## src/hdl/rsta_ram.sv

```systemverilog
// ----------------------------------------------------------------------------
// rsta_ram: generic simple dual-port RAM
// One write port and one read port, read data registered.
// ----------------------------------------------------------------------------
module rsta_ram #(
  parameter int WIDTH = 8,
  parameter int DEPTH = 16
) (
  input  logic                     clk,
  input  logic                     we,
  input  logic [$clog2(DEPTH)-1:0] waddr,
  input  logic [WIDTH-1:0]         wdata,
  input  logic [$clog2(DEPTH)-1:0] raddr,
  output logic [WIDTH-1:0]         rdata
);

  logic [WIDTH-1:0] mem [DEPTH];

  always_ff @(posedge clk) begin
    if (we) begin
      mem[waddr] <= wdata;
    end
    rdata <= mem[raddr];
  end

endmodule

```

## config.mk

```make
export PLATFORM = sky130hd
export DESIGN_NAME = rsta_ram
export DESIGN_NICKNAME = d
export VERILOG_FILES = /design/src/hdl/rsta_ram.sv
export SDC_FILE = /design/constraint.sdc
export NUM_CORES = 1
export LEC_CHECK = 0
export BUFFER_PORTS_ARGS = -buffer_cell sky130_fd_sc_hd__buf_2
export CORE_MARGIN = 2
export CORE_UTILIZATION = 40
export CTS_BUF_LIST = sky130_fd_sc_hd__clkbuf_16
export DETAILED_ROUTE_END_ITERATION = 7
export GPL_ROUTABILITY_DRIVEN = 0
export GPL_TIMING_DRIVEN = 0
export SKIP_LAST_GASP = 1
export SLEW_MARGIN = 20
export SYNTH_ARGS = -nofsm -noshare
export SYNTH_HDL_FRONTEND = slang
export SYNTH_SLANG_ARGS = --single-unit
```

## constraint.sdc

```tcl
create_clock -name clk -period 1.7 [get_ports clk]
set_clock_uncertainty 0.05 [all_clocks]
set_input_delay 0.085 -clock clk [delete_from_list [all_inputs] [get_ports clk]]
set_output_delay 0.085 -clock clk [all_outputs]
set_load 0.1 [all_outputs]
```

==> results.py <==
metrics = {
    "critical_path": {
        "path_class": "reg2reg",
        "crit_required_ns": 1.94,
        "cp-startpoint": "mem[5][3]",
        "crit_arrival_ns": 1.68,
        "r2r_start": "mem[5][3]",
        "crit_fanout": 1,
        "cp-end-kind": "flop",
        "crit_path_start_kind": "flop",
    },
    "min_path": {
        "hp-start": "wdata[5]",
        "hold_class": "in2reg",
    },
    "synth": {
        "avgSynthCellArea_sq_um": 22.5,
        "synth_top_area_share_pct": 74.7,
        "yosysMostFrequentCell": "edfxtp_1",
        "synth_area_sq_um": 5150,
        "synth_top_area_cell": "edfxtp_1",
        "synthTopCellsByCount": "edfxtp_1 (128), mux4_2 (18), a22oi_1 (16)",
        "syn_nets": 247,
        "synth-main-ff-cell": "edfxtp_1",
        "synthCells": 229,
        "yosys_warnings": 0,
        "synth_cell_types": 19,
        "synth_edf_count": 128,
        "async_flop_share_pct": 0,
        "synthTopCellsByArea": "edfxtp_1 (75%), mux4_2 (7.9%), mux4_1 (7.1%)",
        "ys_seq_area_share_pct": 77.8,
        "yosys_register_bits": 136,
    },
    "pwr": {
        "power_frac_seq_pct": 47.1,
        "power.total_mw": 8.00,
        "clock_power_share_pct": 46.5,
        "p_int_mw": 6.33,
        "p_switching_mw": 1.68,
        "power.density_nw_per_um2": 1310,
        "p_comb_share_pct": 6.5,
        "peakVddDrop_uv": 849,
        "power.leakage_nw": 2.03,
        "switching_share_pct": 21.0,
    },
    "clock_network": {
        "clk_path_buf_depth": 2,
        "root_buffer": "clkbuf_16",
        "cts_resized": 0,
        "clock_latency_ns": 0.41,
        "path_clk_slew_ns": 0.05,
        "cts_buffers": 17,
        "cts_hold_buf": 0,
        "post_cts_buffers": 0,
        "cts_tree": "done",
        "htree_levels": 4,
        "cts.sinks": 136,
    },
    "layout": {
        "fillCellCount": 1039,
        "drive_above_1_share_pct": 30.2,
        "postLayoutCoreUtil_pct": 48.6,
        "fin_nets": 290,
        "n_antenna_cell": 0,
        "post_layout_nonfiller_instances": 457,
        "syn_to_final_growth_pct": 18.7,
    },
    "floorplanning": {
        "rows": 41,
        "start_util_pct": 41.0,
        "die-area_sq_um": 13800,
        "die_h_um": 117,
        "ioPinCount": 26,
        "core_area_sq_um": 12600,
        "die_width_um": 117,
    },
    "sta": {
        "setup_violations": 0,
        "min_period_ns": 1.44,
        "totalNegativeSetupSlack_ns": 0,
        "relSlewSlack_pct": 43.3,
        "post-route-period-util_pct": 84.8,
        "drv_slew": 0,
        "fmax_ghz": 0.694,
        "worst_pin_slew_ns": 0.848,
        "hold_viol_final": 0,
        "rsz0062_at_grt": "no",
    },
    "placed_design": {
        "hpwl_um": 6110,
        "dp.cells": 425,
        "port_buffers": 24,
    },
    "global_route": {
        "grt_max_degree": 17,
        "grt_use_total_pct": 15.1,
        "grt_overflow": 0,
        "grt_pass1_wl_um": 14500,
        "antenna_found_initial": 0,
        "grt_pass1_vias": 2396,
    },
    "route": {
        "num_vias": 2352,
        "drt_iter0_markers": 174,
        "postRouteAntennaNets": 0,
        "first_pass_iters": 4,
        "vias_per_cell": 5.15,
        "drcViolationCount": 0,
        "drt-total-wl_um": 9620,
        "wire_per_inst_um": 21.1,
    },
    "job": {
        "maxCapViolCount": 0,
    },
    "outcome": {
        "status": "finished clean",
    },
}
## worst max-delay path, stage by stage (launching register included)
cell      delay [ns]
edfxtp_1        0.36
mux4_1          0.56
a22oi_1         0.27
nand2_1         0.08
## per-stage QoR
step	hold slack, ns	area, sq um	setup slack [ns]
2_1_floorplan	0.134	5150	0.0721
3_3_place_gp	0.436	5480	-0.532
6_report	0.0312	6110	0.259
3_5_place_dp	0.447	5500	-0.144
5_1_grt	0.0197	6110	0.194
4_1_cts	0.0129	6110	0.213
## registers in the layout, summed over array words and instances, names as in the netlist
name   flops
mem      128
rdata      8
## cell type report
type / count / area, sq um / area share [%]
plain buffers: 10 / 86.3 / 1.41
clock buffers: 17 / 425 / 6.96
clock inverters: 15 / 183 / 2.99
multi-input cells: 83 / 1080 / 17.6
flip-flops and latches: 136 / 4000 / 65.5
well taps: 172 / 215 / 3.52
repair buffers: 24 / 120 / 1.97
## kinds of logic after synthesis
family                 after synthesis  synth area share (%)
DFF                                136                  77.8
and+or+nand+nor                     35                  3.18
muxes                               32                  15.0
AOI/OAI and AO/OA                   16                  2.33
buffers and inverters               10                  1.68
## power groups by stage
stage | Sequential [mW] | Clock, mW | Combinational (mW)
floorplan | 4.00 | 0 | 0.190
global placement | 3.83 | 0 | 0.517
detailed placement | 3.84 | 0 | 0.524
CTS | 3.77 | 3.77 | 0.525
global route | 3.77 | 3.93 | 0.548
finish | 3.77 | 3.72 | 0.519
## worst paths after layout
| check | to | slack, ns | depth (start not counted) |
|---|---|---|---|
| max | rdata[3] | 0.26 | 3 |
| min | mem[13][5] | 0.03 | 1 |
| max reg2reg | rdata[3] | 0.26 | 3 |
| min reg2reg | rdata[2] | 0.63 | 3 |
## metal layers
layer  vias up  GRT usage, %  share of wire [%]
met5         -             0                  0
met4         0          6.70                1.9
met3        15          5.25                5.2
met2        59          23.2                 48
met1      1218          19.6                 45
li1       1060             -                  -
## placed cells by master (no fill, tap or decap), drive strengths merged, types with 2 or more instances in the layout
master and instances:
clkbuf 17, dfxtp 8, nor2 13, a22oi 16
nor3 4, nand2b 2, edfxtp 128, nand3b 2
nand2 9, clkdlybuf4s25 3, clkinv 7, mux4 32
buf 31, bufinv 4, clkinvlp 3
No activity file was read; power rests on OpenSTA's default activity.
