`src/hdl/rsta_pkg.sv`:
```
// ----------------------------------------------------------------------------
// rsta_pkg: shared definitions for the raster scan trace averager
// Sizes, register codes, controller states and the beat structs of the item
// and result channels.
// ----------------------------------------------------------------------------
package rsta_pkg;

  // Store and sample sizes.
  localparam int MAX_RECORD  = 1024;
  localparam int ADDR_W      = $clog2(MAX_RECORD);
  localparam int SAMPLE_BITS = 16;
  localparam int MAX_SHOTS   = 1023;
  localparam int SHOT_W      = 10;
  localparam int SUM_W       = SAMPLE_BITS + SHOT_W;
  localparam int DIV_W       = SUM_W + 1;
  localparam int POS_W       = 8;
  localparam int CNT_W       = POS_W + 1;
  localparam int RLEN_W      = 11;
  localparam int PADDR_W     = 5;
  localparam int PDATA_W     = 32;

  localparam logic signed [DIV_W-1:0] AVG_MAX = DIV_W'((1 << (SAMPLE_BITS - 1)) - 1);
  localparam logic signed [DIV_W-1:0] AVG_MIN = DIV_W'(-(1 << (SAMPLE_BITS - 1)));

  // Register reset values.
  localparam logic [SHOT_W-1:0] SHOTS_RESET  = SHOT_W'(10);
  localparam logic [CNT_W-1:0]  COUNT_RESET  = CNT_W'(20);
  localparam logic [RLEN_W-1:0] RECORD_RESET = RLEN_W'(500);

  // Register index, taken from the word address of the configuration port.
  typedef enum logic [2:0] {
    REG_SHOTS         = 3'd0,
    REG_X_COUNT       = 3'd1,
    REG_Y_COUNT       = 3'd2,
    REG_Z_COUNT       = 3'd3,
    REG_RECORD_LENGTH = 3'd4
  } reg_index_t;

  // Request codes of the item channel.
  localparam logic REQ_SAMPLE = 1'b0;
  localparam logic REQ_FLUSH  = 1'b1;

  typedef enum logic [1:0] {
    ST_IDLE,
    ST_CALC,
    ST_DIV,
    ST_OUT
  } state_t;

  typedef struct packed {
    logic                          req_type;
    logic signed [SAMPLE_BITS-1:0] sample;
    logic                          trace_end;
    logic [9:0]                    flush_index;
  } item_t;

  typedef struct packed {
    logic signed [SAMPLE_BITS-1:0] average;
    logic [9:0]                    sample_index;
    logic [POS_W-1:0]              x_index;
    logic [POS_W-1:0]              y_index;
    logic [POS_W-1:0]              z_index;
    logic                          point_done;
    logic                          partial;
    logic                          scan_done;
  } result_t;

endpackage

```
`src/hdl/rsta_div.sv`:
```
// ----------------------------------------------------------------------------
// rsta_div: iterative signed-by-unsigned divider
// Restoring division on the magnitude, one quotient bit per cycle, with the
// quotient truncated toward zero.
// ----------------------------------------------------------------------------
module rsta_div (
  input  logic                           clk,
  input  logic                           rst,
  input  logic                           start,
  input  logic signed [rsta_pkg::DIV_W-1:0]  dividend,
  input  logic [rsta_pkg::SHOT_W-1:0]        divisor,
  output logic                           done,
  output logic signed [rsta_pkg::DIV_W-1:0]  quotient
);
  import rsta_pkg::*;

  localparam int CNT_BITS = $clog2(DIV_W + 1);

  logic                running;
  logic [CNT_BITS-1:0] cnt;
  logic [DIV_W-1:0]    mag;
  logic [SHOT_W-1:0]   rem;
  logic [SHOT_W-1:0]   dsr;
  logic                neg;
  logic [SHOT_W:0]     trial;
  logic                fits;

  always_comb begin
    trial = {rem, mag[DIV_W-1]};
    fits  = trial >= {1'b0, dsr};
  end

  always_ff @(posedge clk) begin
    if (rst) begin
      running <= 1'b0;
      done    <= 1'b0;
      cnt     <= '0;
    end else begin
      done <= 1'b0;
      if (start) begin
        running <= 1'b1;
        cnt     <= CNT_BITS'(DIV_W);
      end else if (running) begin
        cnt <= cnt - 1'b1;
        if (cnt == CNT_BITS'(1)) begin
          running <= 1'b0;
          done    <= 1'b1;
        end
      end
    end
  end

  always_ff @(posedge clk) begin
    if (start) begin
      neg <= dividend[DIV_W-1];
      mag <= dividend[DIV_W-1] ? (~dividend + 1'b1) : dividend;
      rem <= '0;
      dsr <= divisor;
    end else if (running) begin
      if (fits) begin
        rem <= SHOT_W'(trial - {1'b0, dsr});
        mag <= {mag[DIV_W-2:0], 1'b1};
      end else begin
        rem <= trial[SHOT_W-1:0];
        mag <= {mag[DIV_W-2:0], 1'b0};
      end
    end
  end

  assign quotient = neg ? $signed(~mag + 1'b1) : $signed(mag);

endmodule

```
`config.mk`:
```
export PLATFORM = sky130hd
export DESIGN_NAME = rsta_div
export DESIGN_NICKNAME = d
export VERILOG_FILES = /design/src/hdl/rsta_pkg.sv /design/src/hdl/rsta_div.sv
export SDC_FILE = /design/constraint.sdc
export NUM_CORES = 1
export LEC_CHECK = 0
export ABC_AREA = 1
export BUFFER_PORTS_ARGS = -buffer_cell sky130_fd_sc_hd__buf_4
export CAP_MARGIN = 20
export CORE_MARGIN = 1
export CORE_UTILIZATION = 30
export DETAILED_ROUTE_END_ITERATION = 16
export SLEW_MARGIN = 20
export SYNTH_ARGS = -nofsm -noshare
export SYNTH_HDL_FRONTEND = slang
export SYNTH_SLANG_ARGS = --single-unit
```
`constraint.sdc`:
```
create_clock -name clk -period 1.94 [get_ports clk]
set_input_delay 0.388 -clock clk [delete_from_list [all_inputs] [get_ports clk]]
set_output_delay 0.388 -clock clk [all_outputs]
set_load 0.02 [all_outputs]
```
==> flow_summary.yaml <==
synthesis:
  ys_ff_latch: 55
  ys_seq_area_share_pct: 33.2
  netlist_instances: 651
  synthFlopType: "edfxtp_1"
  syn_nets: 706
  synth.distinct_cells: 38
  synth-async-reset-ratio_pct: 0
  ys_warn_count: 0
  avgSynthCellArea_sq_um: 6.86
  synth_edf_count: 38
  netlist_area_sq_um: 4460
placed_design:
  portBuffers: 67
  gp_congestion: 0.885
  dp_cells: 935
  hpwl_um: 9310
layout:
  final_util_pct: 41.6
  multi_input_area_sq_um: 2760
  fillers: 1528
  final_cells: 958
  nets: 828
  antenna_cells: 0
  seqCellArea_sq_um: 1480
  area_growth_syn_to_layout_pct: 35.4
  drive_above_1_share_pct: 28.9
setup_path:
  cp.arrival_ns: 1.90
  worstPathRequired_ns: 1.55
  worstSetupPathType: "reg -> out"
  startpoint_type: "flip-flop"
  path_buf_inv: 3
  end_kind: "output port"
  cp_top_family: "flip-flops"
  cp_common_cell: "buf_4"
  slowest_stage: "edfxtp_1"
  crit_fanout: 4
  worstPathCellList: "nor2_2, nand2_2, nor2_4, buf_4, buf_6, a21oi_1, xor2_1, buf_4"
  slowest_delay_ns: 0.48
floorplan:
  rows: 44
  fp.dieH_um: 124
  die_w_um: 124
  die-area_sq_um: 15400
  num_io_pins: 68
  design.core.area_sq_um: 14500
  initial_core_util_pct: 30.7
clock_network:
  clock_sinks: 55
  h-tree-depth: 2
  cts.path.max_buffers: 2
  tritoncts: "yes"
  cts_root_buf: "clkbuf_16"
  clk-insertion-delay-late_ns: 0.30
  path_clk_slew_ns: 0.07
  postCtsHoldBufs: 0
  cts_made_buffers: 5
pwr:
  leakage_nw: 2.86
  power.density_nw_per_um2: 648
  irDropWorstVdd_v: 0.000334
timing:
  final_max_slew_viol_count: 0
  layout_setup_ws_ns: -0.347
  final-hold-violation-count: 0
  whs_ns: 0.262
  min_period_ns: 2.29
  finalSetupViolations: 22
  fin_worst_skew_ns: 0.00659
  slew-limit-headroom_pct: 73.4
  min_period_over_period_pct: 118
  max_freq_ghz: 0.437
  rsz0062_at_grt: "true"
  worstMarginPinSlew_ns: 0.399
route:
  postRouteAntennaNets: 0
  drc_errors: 0
  first_pass_iters: 5
  drtIter0Drc: 295
  postRouteWirelength_um: 12100
  num_vias: 4289
  wire_per_inst_um: 12.6
  avgViaCountPerCell: 4.48
grt:
  grt_pass1_wl_um: 19600
  antenna_found_initial: 0
  grt_max_degree: 38
  grt_usage_pct: 16.5
  overflow: 0
  grt_pass1_vias: 4025
flow_run:
  maxCapViolations: 0
outcome:
  status: "finished, violations left"
  violations: "setup timing"
hold_path:
  hp-class: "in -> reg"
==> where the power goes <==
group          internal [mW]  total (mW)  switching (mW)
clock                  0.603        1.02           0.420
combinational          0.635        1.44           0.807
sequential              1.38        1.45          0.0689
==> layout make-up <==
class	instances	area share, %
clock buffers	5	2.07
clock inverters	3	0.642
flip-flops and latches	55	24.5
inverters	84	5.22
well taps	184	3.81
multi-input cells	493	45.7
repair buffers	134	18.1
==> through the flow <==
step	setup slack (ns)	area [sq um]	total power, mW	TNS (ns)
finish	-0.347	6040	3.91	-5.90
detailed placement	-0.116	5510	2.76	-0.326
global route	-0.492	6040	4.16	-8.37
global placement	-0.0718	5510	2.75	-0.128
floorplan	0.00510	4480	2.19	0
CTS	-0.326	5900	3.89	-4.75
==> worst register-to-register path, cell delays in order (launching register included) <==
cell	delay, ns
edfxtp_1	0.32
inv_1	0.04
ha_1	0.36
nand2_1	0.13
nor3_1	0.28
nand2_4	0.14
nand2_4	0.16
nand3_1	0.10
nand3_1	0.09
nand2_1	0.06
==> repair_timing <==
item                                   4_1_cts  5_1_grt
endpoints found under the hold margin        0        0
pin swaps                                   22       23
setup endpoints to repair                   23       35
setup buffers                               12        4
gates resized for setup                     31       34
cloned                                       0        0
==> cells in the final DEF (no fill, tap or decap), types with 2 or more instances in the layout <==
master,n
nand3b_1,5
ha_1,12
nand3_4,2
buf_6,16
nand4_1,13
nor2_4,7
ha_4,2
nor3_1,2
nand3_2,7
xor2_2,3
buf_4,116
xor2_1,22
buf_12,2
nand2_1,188
a21oi_1,8
xnor2_1,7
edfxtp_1,38
clkinv_1,2
nor4_1,2
o21ai_0,20
inv_1,70
dfxtp_1,17
a21oi_2,2
inv_2,13
nand2_2,16
nor2_1,68
nor2_2,16
nand2_4,7
o21ai_2,2
a31oi_1,3
o21ai_1,20
clkbuf_16,5
nand3_1,49
==> state kept, by name, indices dropped and copies added, names as in the netlist <==
signal / flops
cnt: 5
rem: 10
mag: 27
neg: 1
dsr: 10
running: 1
done: 1
==> path summary, 6_finish.rpt <==
path / from / end / slack (ns) / cells past startpoint
worst max-delay path: mag[4]$_DFFE_PP_ / quotient[9] / -0.35 / 8
worst min-delay path: divisor[4] / dsr[4]$_DFFE_PP_ / 0.26 / 1
worst max register to register: dsr[8]$_DFFE_PP_ / rem[6]$_SDFFE_PP0P_ / 0.17 / 9
worst min register to register: cnt[4]$_SDFFE_PP0P_ / cnt[4]$_SDFFE_PP0P_ / 0.47 / 2
==> logic make-up (layout without fill, tap and decap cells) <==
logic type                 count (synthesis)  count (layout)  share of synthesized area (%)
adders and majority gates                 15              15                           4.37
xor gates and xnor gates                  35              35                           7.03
and+or+nand+nor                          385             385                           38.7
DFF                                       55              55                           33.2
AOI/OAI and AO/OA                         58              58                           6.95
buffers and inverters                    103             226                           9.78
==> cells in the mapped netlist (9+ instances only) <==
master	number	area, sq um
dfxtp_1	17	340
edfxtp_1	38	1140
ha_1	14	175
inv_1	74	278
inv_2	9	33.8
nand2_1	199	747
nand3_1	53	265
nand4_1	13	81.3
nor2_1	77	289
nor2_2	12	75.1
o21ai_0	21	105
o21ai_1	21	105
xnor2_1	9	78.8
xor2_1	25	219
==> routing by layer <==
metal	track usage (%)	part of all wire (%)	vias up
met5	0	0	-
met4	4.09	1.2	0
met3	1.88	4.1	11
met2	25.2	44	78
met1	24.5	50	1889
li1	-	-	2311
No activity file was read; power rests on OpenSTA's default activity.
